<file path="config.mk">
export PLATFORM = sky130hd
export DESIGN_NAME = ecn_window_congestion_avoidance
export DESIGN_NICKNAME = d
export VERILOG_FILES = /design/src/rtl/ecnwca_pkg.sv /design/src/rtl/ecn_window_congestion_avoidance.sv
export SDC_FILE = /design/constraint.sdc
export NUM_CORES = 1
export LEC_CHECK = 0
export BUFFER_PORTS_ARGS = -buffer_cell sky130_fd_sc_hd__buf_2
export CAP_MARGIN = 25
export CELL_PAD_IN_SITES_DETAIL_PLACEMENT = 1
export CELL_PAD_IN_SITES_GLOBAL_PLACEMENT = 2
export CORE_MARGIN = 1.5
export CORE_UTILIZATION = 41
export CTS_CLUSTER_DIAMETER = 30
export DETAILED_ROUTE_END_ITERATION = 10
export PLACE_DENSITY_LB_ADDON = 0.1
export SLEW_MARGIN = 20
export SYNTH_ARGS = -nofsm -noshare
export SYNTH_HDL_FRONTEND = slang
export SYNTH_SLANG_ARGS = --single-unit
</file>
<file path="constraint.sdc">
create_clock -name clk -period 18.75 [get_ports clk]
set_input_delay 3.75 -clock clk [delete_from_list [all_inputs] [get_ports clk]]
set_output_delay 3.75 -clock clk [all_outputs]
set_load 0.02 [all_outputs]
</file>
<file path="src/rtl/ecnwca_pkg.sv">
`timescale 1ns / 1ps
// Package for the ECN window congestion avoidance block.
// Holds register indexes, reset values, field widths and the window rounding function.
// No dependencies.
package ecnwca_pkg;

  localparam int unsigned CREDIT_W = 17;
  localparam int unsigned COUNT_W  = 18;
  localparam int unsigned FX_W     = 32;
  localparam int unsigned EDGE_W   = 32;
  localparam int unsigned STEP_W   = 8;
  localparam int unsigned INIT_W   = 16;
  localparam int unsigned OUT_TDATA_W = 56;

  localparam logic [15:0] FRAC_MASK = 16'hFFFF;
  localparam logic [15:0] HALF_FRAC = 16'h8000;

  localparam logic [STEP_W-1:0] STEP_RST = 8'd1;
  localparam logic [INIT_W-1:0] INIT_RST = 16'd16;

  typedef enum logic [0:0] {
    CFG_INCREASE_STEP  = 1'b0,
    CFG_INITIAL_CREDIT = 1'b1
  } cfg_idx_t;

  // Round a 16.16 window to whole PDUs, ties to even.
  function automatic logic [CREDIT_W-1:0] round_window(input logic [FX_W-1:0] fx);
    logic [15:0] frac;
    logic [15:0] whole;
    logic        up;
    frac  = fx[15:0] & FRAC_MASK;
    whole = fx[31:16];
    up    = (frac > HALF_FRAC) || ((frac == HALF_FRAC) && whole[0]);
    return {1'b0, whole} + {16'd0, up};
  endfunction

endpackage

</file>
<file path="src/rtl/ecn_window_congestion_avoidance.sv">
`timescale 1ns / 1ps
// ECN window congestion avoidance: one request per received PDU, one result each.
// Registers: input, then result; the window update is a single pass of adds and compares.
// Throughput: one request per cycle while out_tready is high.
// Reset (synchronous, rst_n low): increase step 1, window and credit 16 PDUs, counters clear,
// both registers empty.
// Depends on ecnwca_pkg.
module ecn_window_congestion_avoidance (
  input  logic                               clk,
  input  logic                               rst_n,
  // configuration write port
  input  logic                               cfg_we,
  input  logic [0:0]                         cfg_index,
  input  logic [ecnwca_pkg::INIT_W-1:0]      cfg_wdata,
  // input stream
  input  logic                               in_tvalid,
  output logic                               in_tready,
  input  logic [ecnwca_pkg::EDGE_W-1:0]      in_tdata,   // [31:0] left_edge
  input  logic [0:0]                         in_tuser,   // [0] ecn_marked
  // result stream
  output logic                               out_tvalid,
  input  logic                               out_tready,
  output logic [ecnwca_pkg::OUT_TDATA_W-1:0] out_tdata,  // [16:0] credit, [48:17] right_edge
  output logic [0:0]                         out_tuser   // [0] window_updated
);
  import ecnwca_pkg::*;

  // input register
  logic                  in_v_r, in_v_nxt;
  logic                  in_mark_r;
  logic [EDGE_W-1:0]     in_left_r;

  // window state
  logic [STEP_W-1:0]     inc_step_r;
  logic [CREDIT_W-1:0]   cur_win_r, cur_win_nxt;
  logic [CREDIT_W-1:0]   prev_win_r, prev_win_nxt;
  logic [COUNT_W-1:0]    rcv_cnt_r, rcv_cnt_nxt;
  logic [COUNT_W-1:0]    mrk_cnt_r, mrk_cnt_nxt;
  logic [FX_W-1:0]       win_fx_r, win_fx_nxt;

  // result register
  logic                  out_v_r, out_v_nxt;
  logic [CREDIT_W-1:0]   out_credit_r;
  logic [EDGE_W-1:0]     out_right_r;
  logic                  out_upd_r;

  logic                  adv;
  logic                  restart;
  logic [COUNT_W-1:0]    rcv_inc;
  logic [COUNT_W-1:0]    mrk_inc;
  logic [COUNT_W-1:0]    round_len;
  logic                  close;
  logic                  congested;
  logic [FX_W-1:0]       shrink_fx;
  logic [FX_W:0]         grow_sum;
  logic [FX_W-1:0]       grow_fx;

  assign adv       = in_v_r && (!out_v_r || out_tready);
  assign in_tready = !in_v_r || adv;
  assign restart   = cfg_we && (cfg_idx_t'(cfg_index) == CFG_INITIAL_CREDIT);

  assign rcv_inc   = rcv_cnt_r + COUNT_W'(1);
  // marks count only once the previous window's PDUs have passed
  assign mrk_inc   = (in_mark_r && (rcv_inc > {1'b0, prev_win_r})) ?
                     mrk_cnt_r + COUNT_W'(1) : mrk_cnt_r;
  assign round_len = {1'b0, cur_win_r} + {1'b0, prev_win_r};
  assign close     = (rcv_inc == round_len);
  assign congested = (mrk_inc > {2'b00, cur_win_r[CREDIT_W-1:1]});
  assign shrink_fx = win_fx_r - {3'b000, win_fx_r[FX_W-1:3]};
  assign grow_sum  = {1'b0, win_fx_r} + {9'd0, inc_step_r, 16'd0};
  // saturate on overflow
  assign grow_fx   = grow_sum[FX_W] ? {FX_W{1'b1}} : grow_sum[FX_W-1:0];

  always_comb begin
    cur_win_nxt  = cur_win_r;
    prev_win_nxt = prev_win_r;
    rcv_cnt_nxt  = rcv_cnt_r;
    mrk_cnt_nxt  = mrk_cnt_r;
    win_fx_nxt   = win_fx_r;
    if (restart) begin
      cur_win_nxt  = {1'b0, cfg_wdata};
      prev_win_nxt = '0;
      rcv_cnt_nxt  = '0;
      mrk_cnt_nxt  = '0;
      win_fx_nxt   = {cfg_wdata, 16'd0};
    end else if (adv) begin
      rcv_cnt_nxt = rcv_inc;
      mrk_cnt_nxt = mrk_inc;
      if (close) begin
        prev_win_nxt = cur_win_r;
        rcv_cnt_nxt  = '0;
        mrk_cnt_nxt  = '0;
        if (congested) begin
          // a window of one is never shrunk
          if (cur_win_r != CREDIT_W'(1)) begin
            win_fx_nxt  = shrink_fx;
            cur_win_nxt = round_window(shrink_fx);
          end
        end else begin
          win_fx_nxt  = grow_fx;
          cur_win_nxt = round_window(grow_fx);
        end
      end
    end
  end

  always_comb begin
    in_v_nxt = in_v_r;
    if (in_tvalid && in_tready) begin
      in_v_nxt = 1'b1;
    end else if (adv) begin
      in_v_nxt = 1'b0;
    end
    out_v_nxt = out_v_r;
    if (adv) begin
      out_v_nxt = 1'b1;
    end else if (out_tready) begin
      out_v_nxt = 1'b0;
    end
  end

  always_ff @(posedge clk) begin
    if (!rst_n) begin
      in_v_r     <= 1'b0;
      out_v_r    <= 1'b0;
      inc_step_r <= STEP_RST;
      cur_win_r  <= {1'b0, INIT_RST};
      prev_win_r <= '0;
      rcv_cnt_r  <= '0;
      mrk_cnt_r  <= '0;
      win_fx_r   <= {INIT_RST, 16'd0};
    end else begin
      in_v_r     <= in_v_nxt;
      out_v_r    <= out_v_nxt;
      cur_win_r  <= cur_win_nxt;
      prev_win_r <= prev_win_nxt;
      rcv_cnt_r  <= rcv_cnt_nxt;
      mrk_cnt_r  <= mrk_cnt_nxt;
      win_fx_r   <= win_fx_nxt;
      if (cfg_we && (cfg_idx_t'(cfg_index) == CFG_INCREASE_STEP)) begin
        inc_step_r <= cfg_wdata[STEP_W-1:0];
      end
    end
  end

  // payload registers
  always_ff @(posedge clk) begin
    if (in_tvalid && in_tready) begin
      in_mark_r <= in_tuser[0];
      in_left_r <= in_tdata;
    end
    if (adv) begin
      out_credit_r <= cur_win_nxt;
      out_right_r  <= {15'd0, cur_win_nxt} + in_left_r;
      out_upd_r    <= close;
    end
  end

  assign out_tvalid = out_v_r;
  assign out_tdata  = {7'd0, out_right_r, out_credit_r};
  assign out_tuser  = out_upd_r;

  // an empty input register always takes a request
  a_in_ready: assert property (@(posedge clk) disable iff (!rst_n)
    !in_v_r |-> in_tready)
    else $error("input register empty but not ready");

  // a request that leaves the input register lands in the result register
  a_adv_out: assert property (@(posedge clk) disable iff (!rst_n)
    adv |=> out_v_r)
    else $error("result lost on advance");

  // a closed round clears both counters
  a_close_clr: assert property (@(posedge clk) disable iff (!rst_n)
    (adv && close && !restart) |=> (rcv_cnt_r == '0) && (mrk_cnt_r == '0))
    else $error("counters not cleared at round close");

  // writing the initial credit restarts the window
  a_restart: assert property (@(posedge clk) disable iff (!rst_n)
    restart |=> (cur_win_r == {1'b0, $past(cfg_wdata)}) &&
                (win_fx_r == {$past(cfg_wdata), 16'd0}) && (prev_win_r == '0))
    else $error("window not restarted after initial credit write");

endmodule
</file>
==> Yosys cells after proc, flatten, opt, wreduce, memory -nomap -nowiden <==
Cells that the tools add are included.
W data, S select, Z words.
{ "classes": {"addsub": 8, "n_reduce_logical": 21, "eq_ne": 6, "magnitude_cmp": 4, "bitwise_logic": 2, "muxes": 18} }
{ "op_table": {"columns": ["cell", "n"], "rows": [
  ["$mux W32", 6],
  ["$mux W17", 5],
  ["$mux W18", 3],
  ["$add A18 B1 Y18 const B", 2],
  ["$add A16 B1 Y17", 2],
  ["$add A32 B24 Y33", 1],
  ["$add A17 B32 Y32", 1],
  ["$eq A16 B16 Y1 const B", 2],
  ["$gt A16 B16 Y1 const B", 2],
  ["$sub A32 B29 Y32", 1],
  ["$add A17 B17 Y18", 1],
  ["$eq A18 B18 Y1", 1],
  ["$gt A18 B16 Y1", 1],
  ["$gt A18 B17 Y1", 1],
  ["$ne A17 B1 Y1 const B", 1],
  ["$reduce_bool A2 Y1", 4],
  ["$logic_and A1 B1 Y1", 7],
  ["$reduce_and A3 Y1", 2],
  ["$logic_or A1 B1 Y1", 4],
  ["$mux W1", 4],
  ["$ne A3 B2 Y1 const B", 1],
  ["$logic_not A1 Y1", 2],
  ["$ne A2 B1 Y1 const B", 1],
  ["$not A1 Y1", 2],
  ["2 further kinds", 2]
]} }
{ "word_totals": {"in_bits": 55, "wordCells": 73, "output_inout_bits": 59, "reg_bits": 195} }

==> Logic depth before layout (Yosys ltp) <==
{ "depth": {"ltp_word": 11, "ltp_mapped": 42, "mapped_depth_nobuf": 40} }

==> Worst setup path before layout <==
OpenSTA, ideal clock, no wires.
{ "synth_path": {"kind": "reg2reg", "start": "register rcv_cnt_r[0]", "end": "register out_right_r[18], data pin", "synth_period_minus_slack_ns": 8.720, "stages_incl_launch_ff": 42, "t_required_ns": 18.492, "path_buffers": 2, "t_arrival_ns": 8.462, "path_slack_ns": 10.030, "setup_time_ns": 0.258, "cell_sequence": "dfxtp_1 > ha_1 > nand3_1 > nor3_2 > and3_1 > buf_2 > xor2_1 > ha_1 > nand3_1 > or3_1 > o221ai_1 > nand2_1 > a21o_1 > clkbuf_1 > nor4_2 > and3_1 > xor2_1 > ha_1 > [... 6 more ...] > nor2_1 > nor4_2 > a21oi_1 > a21oi_2 > ha_1 > inv_1 > fa_1 > nor2b_1 > o21ai_0 > a21boi_0 > o21ai_0 > a21boi_0 > o2111ai_1 > and3_1 > o311ai_0 > a21oi_1 > nand2b_1 > xnor2_1"} }
{ "synth_between": {"elab_chain_cells": 10, "word_cells_on_any_way": 11, "cone_classes": "add/sub: 2; order compare: 2; eq/ne: 1; mux: 5; reduce/logical: 1"} }
{ "synth_lines": {"columns": ["element", "line_no", "text"], "rows": [
  ["start, declared", "ecn_window_congestion_avoidance.sv:37", "logic [COUNT_W-1:0] rcv_cnt_r, rcv_cnt_nxt;"],
  ["start signal, assigned", "ecn_window_congestion_avoidance.sv:137", "rcv_cnt_r <= rcv_cnt_nxt;"],
  ["$add A18 B1 Y18 *", "ecn_window_congestion_avoidance.sv:62", "assign rcv_inc = rcv_cnt_r + COUNT_W'(1);"],
  ["$gt A18 B17 Y1", "ecn_window_congestion_avoidance.sv:64", "assign mrk_inc = (in_mark_r && (rcv_inc > {1'b0, prev_win_r})) ?"],
  ["$logic_and A1 B1 Y1", "ecn_window_congestion_avoidance.sv:64", null],
  ["$mux W18", "ecn_window_congestion_avoidance.sv:64", null],
  ["$gt A18 B16 Y1", "ecn_window_congestion_avoidance.sv:68", "assign congested = (mrk_inc > {2'b00, cur_win_r[CREDIT_W-1:1]});"],
  ["$mux W17", "ecn_window_congestion_avoidance.sv:93", "if (congested) begin"],
  ["$mux W17 *", "ecn_window_congestion_avoidance.sv:89", "if (close) begin"],
  ["$mux W17 *", "ecn_window_congestion_avoidance.sv:86", "end else if (adv) begin"],
  ["$mux W17 *", "ecn_window_congestion_avoidance.sv:80", "if (restart) begin"],
  ["named net cur_win_nxt[0]", "ecn_window_congestion_avoidance.sv:35", "logic [CREDIT_W-1:0] cur_win_r, cur_win_nxt;"],
  ["$add A17 B32 Y32 *", "ecn_window_congestion_avoidance.sv:154", "out_right_r <= {15'd0, cur_win_nxt} + in_left_r;"],
  ["end signal, assigned", "ecn_window_congestion_avoidance.sv:154", null],
  ["end, declared", "ecn_window_congestion_avoidance.sv:44", "logic [EDGE_W-1:0] out_right_r;"]
]} }
Mark *: on every way through the listed nets, which the timed path passes. The rest lies on a longest branch.
A chain may end at the register's enable or synchronous reset.

==> Worst setup path after layout <==
Same ends and word-level chain as after synthesis.

==> results.md <==
* Status: completed
* Max IR drop VDD at 0.0691 mV
* Startpoint-to-endpoint class of the critical path: flip-flop to flip-flop
* Average cell area after synthesis at 8.39 um^2
* Leak Pwr at 6.30 nW
* Yosys reg bits at 195
* Total via count in the routed design at 13600
* Maximum frequency from static timing analysis at 93.7 MHz
* Maximum number of pins on one net before global-route repair at 71
* Multi-input combinational cell area at 9190 um^2
* Minimum setup slack in the final design at 8080 ps
* GPL Wtd Cong at 0.968
* Placed wire-length estimate after detailed placement at 40.3 mm
* Share of power burned in registers at 0.427
* Cell Area, Synth at 14600 um^2
* Fraction of final layout cells with drive strength greater than 1 at 0.115
* Share of synthesized area occupied by flip-flops and latches at 0.324
* Ys Warns at 0
* Starting Density at 0.420
* Ys async rst share at 0
* TritonCTS clock tree: built
* Port-buffer cells at 106
* Die Outline Area at 36800 um^2
* Endpoints failing setup at 0
* Period utilisation layout at 0.569
* Horizontal die dimension at 192 um
* Post-cts repair resize count at 0
* Cell repeated most along the worst path: ha_1
* R2r setup slk at 8080 ps
* Area of the core at 34800 um^2
* Worst slew margin relative to its limit at 0.334
* Final setup skew at 20.1 ps
* Cell type of the slowest stage on the worst timing path: nor4_1
* Gate count of the mapped netlist at 1742
* Clk sink count at 195
* Post-detailed-route wirelength per cell at 22.9 um
* Std cell rows at 68
* Top-Level Pins at 114
* Hold_buf cts at 0
* Net switching power at 0.000379 W
* Max Slew Vio Count at 0
* Slowest cell delay on critical path at 580 ps
* Highest fanout seen on the critical path at 28
* Total clock buffers created by CTS at 17
* Count of flip-flops with a built-in enable after synthesis at 83
* Number of search-and-repair iterations in the first detailed-routing pass at 5
* Overall fraction of global-route tracks in use at 0.288
* Switching share of total power at 0.339
* Total gr overflow at 0
* Number of violations reported at the end of detailed-routing iteration 0 at 822
* Post-placement worst setup slack at 8180 ps
* Clock Power Share at 0.361
* Clk Latency, worst-skew pair at 480 ps
* Kind of path behind the tightest hold check: flip-flop to flip-flop
* Number of H-tree levels at 4
* Max Cap Viol at 0
* DRC errors left at 0
* Root Buffer: clkbuf_16
* Number of antenna violations at the first check in global routing at 3
* Final Hold Viols at 0
* Fin Setup TNS at 0 ps
* Post-layout min period at 10670 ps
* PD cells at 69.2 nW/um^2
* Internal portion of total power at 0.000740 W
* Via count of the first global-routing pass at 13700
* Number of nets in the finished design at 1976
* Required time of the critical path at 18970 ps
* Wire length of the first global-routing pass at 80.1 mm
* Unrepaired setup endpoints after global routing: no
* FF/Latch Area at 4730 um^2
* Distinct cells, synth at 87
* Height of the die at 192 um
* Combinational group share of total power at 0.212
* Buffers inserted during post-CTS setup optimization at 0
* WL final at 52.1 mm
* Routed Antenna Nets at 0
* Clock-pin transition on the worst setup and hold timing paths at 80 ps
* Vias per std cell at 5.95
* Transition time at the pin with the least slew margin at 992 ps
* Most instantiated flip-flop cell in the synthesis netlist: dfxtp_1
* Category of the worst setup path capture point: flip-flop
* Max Buffers Root-to-Sink at 2
* Setup crit start kind: flip-flop
* Post-synthesis to final-layout area growth at 10.6%
* Count of fill cells added during filler insertion at 4106
* Worst endpoint data arrival time at 10890 ps
-- power by group through the flow --
stage	Combinational, W	Clock, W	Sequential [W]
after floorplan	0.000147	0	0.000490
after global placement	0.000230	0	0.000486
after detailed placement	0.000233	0	0.000487
after CTS	0.000235	0.000410	0.000478
after global routing	0.000258	0.000425	0.000480
final	0.000237	0.000403	0.000478
-- metal layers --
layer / wire [um] / up-vias / GRT usage / part of all wire
li1: - / 6485 / - / -
met1: 23600 / 6620 / 0.382 / 0.45
met2: 23300 / 379 / 0.456 / 0.45
met3: 3700 / 71 / 0.0714 / 0.071
met4: 1410 / 2 / 0.0971 / 0.027
met5: 13 / - / 0 / 0.00025
-- flip-flops by register name, indices dropped and copies added (netlist names), 8 cells and up --
register / cells
in_left_r: 32
cur_win_r: 17
win_fx_r: 32
mrk_cnt_r: 18
prev_win_r: 17
out_credit_r: 17
out_right_r: 32
rcv_cnt_r: 18
inc_step_r: 8
-- critical path: cells and delay by family, from the launching register on --
kind	cells	cell delay, ps
AOI/OAI and AO/OA	13	3660
and+or+nand+nor	16	4190
muxes	1	170
adders and majority gates	4	1090
xor gates and xnor gates	3	400
buffers and inverters	1	350
DFF	1	540
-- per-stage QoR --
step / hold slack, ps / utilization / power, W / instances / cell area (um^2)
2_1_floorplan: 441 / - / 0.000637 / 1748 / 14600
3_3_place_gp: 454 / 0.446 / 0.000716 / 2242 / 15500
3_5_place_dp: 463 / 0.446 / 0.000719 / 2243 / 15500
4_1_cts: 476 / 0.464 / 0.00112 / 2275 / 16200
5_1_grt: 495 / 0.464 / 0.00116 / 2275 / 16200
6_report: 476 / 0.464 / 0.00112 / 2277 / 16200
-- synthesized netlist by cell type (14+ instances only) --
cell	n	area [um^2]
or3_1	15	93.8
or2_2	14	87.6
nand3b_1	19	143
nor3_1	63	315
nand4_1	24	150
a31oi_1	17	106
and2_1	19	119
a21o_1	23	173
o21ai_0	85	425
a21oi_1	147	736
xnor2_1	84	736
inv_1	95	357
nor4_1	23	144
nand2_1	168	631
nand2b_1	28	175
edfxtp_1	83	2490
nor2b_1	16	100
xor2_1	46	403
nor2_1	131	492
clkbuf_1	59	221
a211oi_1	35	263
nand3_1	57	285
and3_1	35	219
ha_1	110	1380
dfxtp_1	112	2240
-- cell usage in the layout, fill, tap and decap left out, types with 35 or more instances in the layout --
cell type  synthesis  final
nand2_1          168    167
a21oi_1          147    147
nor2_1           131    131
dfxtp_1          112    112
ha_1             110    110
buf_2             10    106
inv_1             95     94
o21ai_0           85     85
xnor2_1           84     84
edfxtp_1          83     83
nor3_1            63     63
nand3_1           57     57
xor2_1            46     46
and3_1            35     35
-- path summary, 6_finish.rpt --
path         depth (start not counted)                       start                    endpoint
max                                 38   rcv_cnt_r[0]$_SDFFE_PP0P_   out_right_r[18]$_DFFE_PP_
min                                  2  inc_step_r[7]$_SDFFE_PN0P_  inc_step_r[7]$_SDFFE_PN0P_
max reg2reg                         38   rcv_cnt_r[0]$_SDFFE_PP0P_   out_right_r[18]$_DFFE_PP_
min reg2reg                          2  inc_step_r[7]$_SDFFE_PN0P_  inc_step_r[7]$_SDFFE_PN0P_
-- cells by family (layout without fill, tap and decap cells) --
| family | count (synthesis) | in the layout | synth area share |
|---|---|---|---|
| AND/OR/NAND/NOR | 652 | 652 | 0.230 |
| AO/OA/AOI/OAI | 451 | 451 | 0.199 |
| flip-flops | 195 | 195 | 0.324 |
| buffers and inverters | 179 | 251 | 0.0498 |
| XOR/XNOR | 136 | 136 | 0.0872 |
| adder cells (fa/ha/maj) | 114 | 114 | 0.0997 |
| multiplexers | 14 | 14 | 0.0100 |
| other | 1 | 9 | 0.000257 |
-- final cells by class --
class,count,share of cell area
Antenna cell,2,0.000310
Clock buffer,17,0.0263
Clock inverter,15,0.0134
Inverter,96,0.0224
Multi-Input combinational cell,1374,0.569
Sequential cell,195,0.293
Tap cell,455,0.0352
Timing Repair Buffer,123,0.0407
No activity file was read; power rests on OpenSTA's default activity.
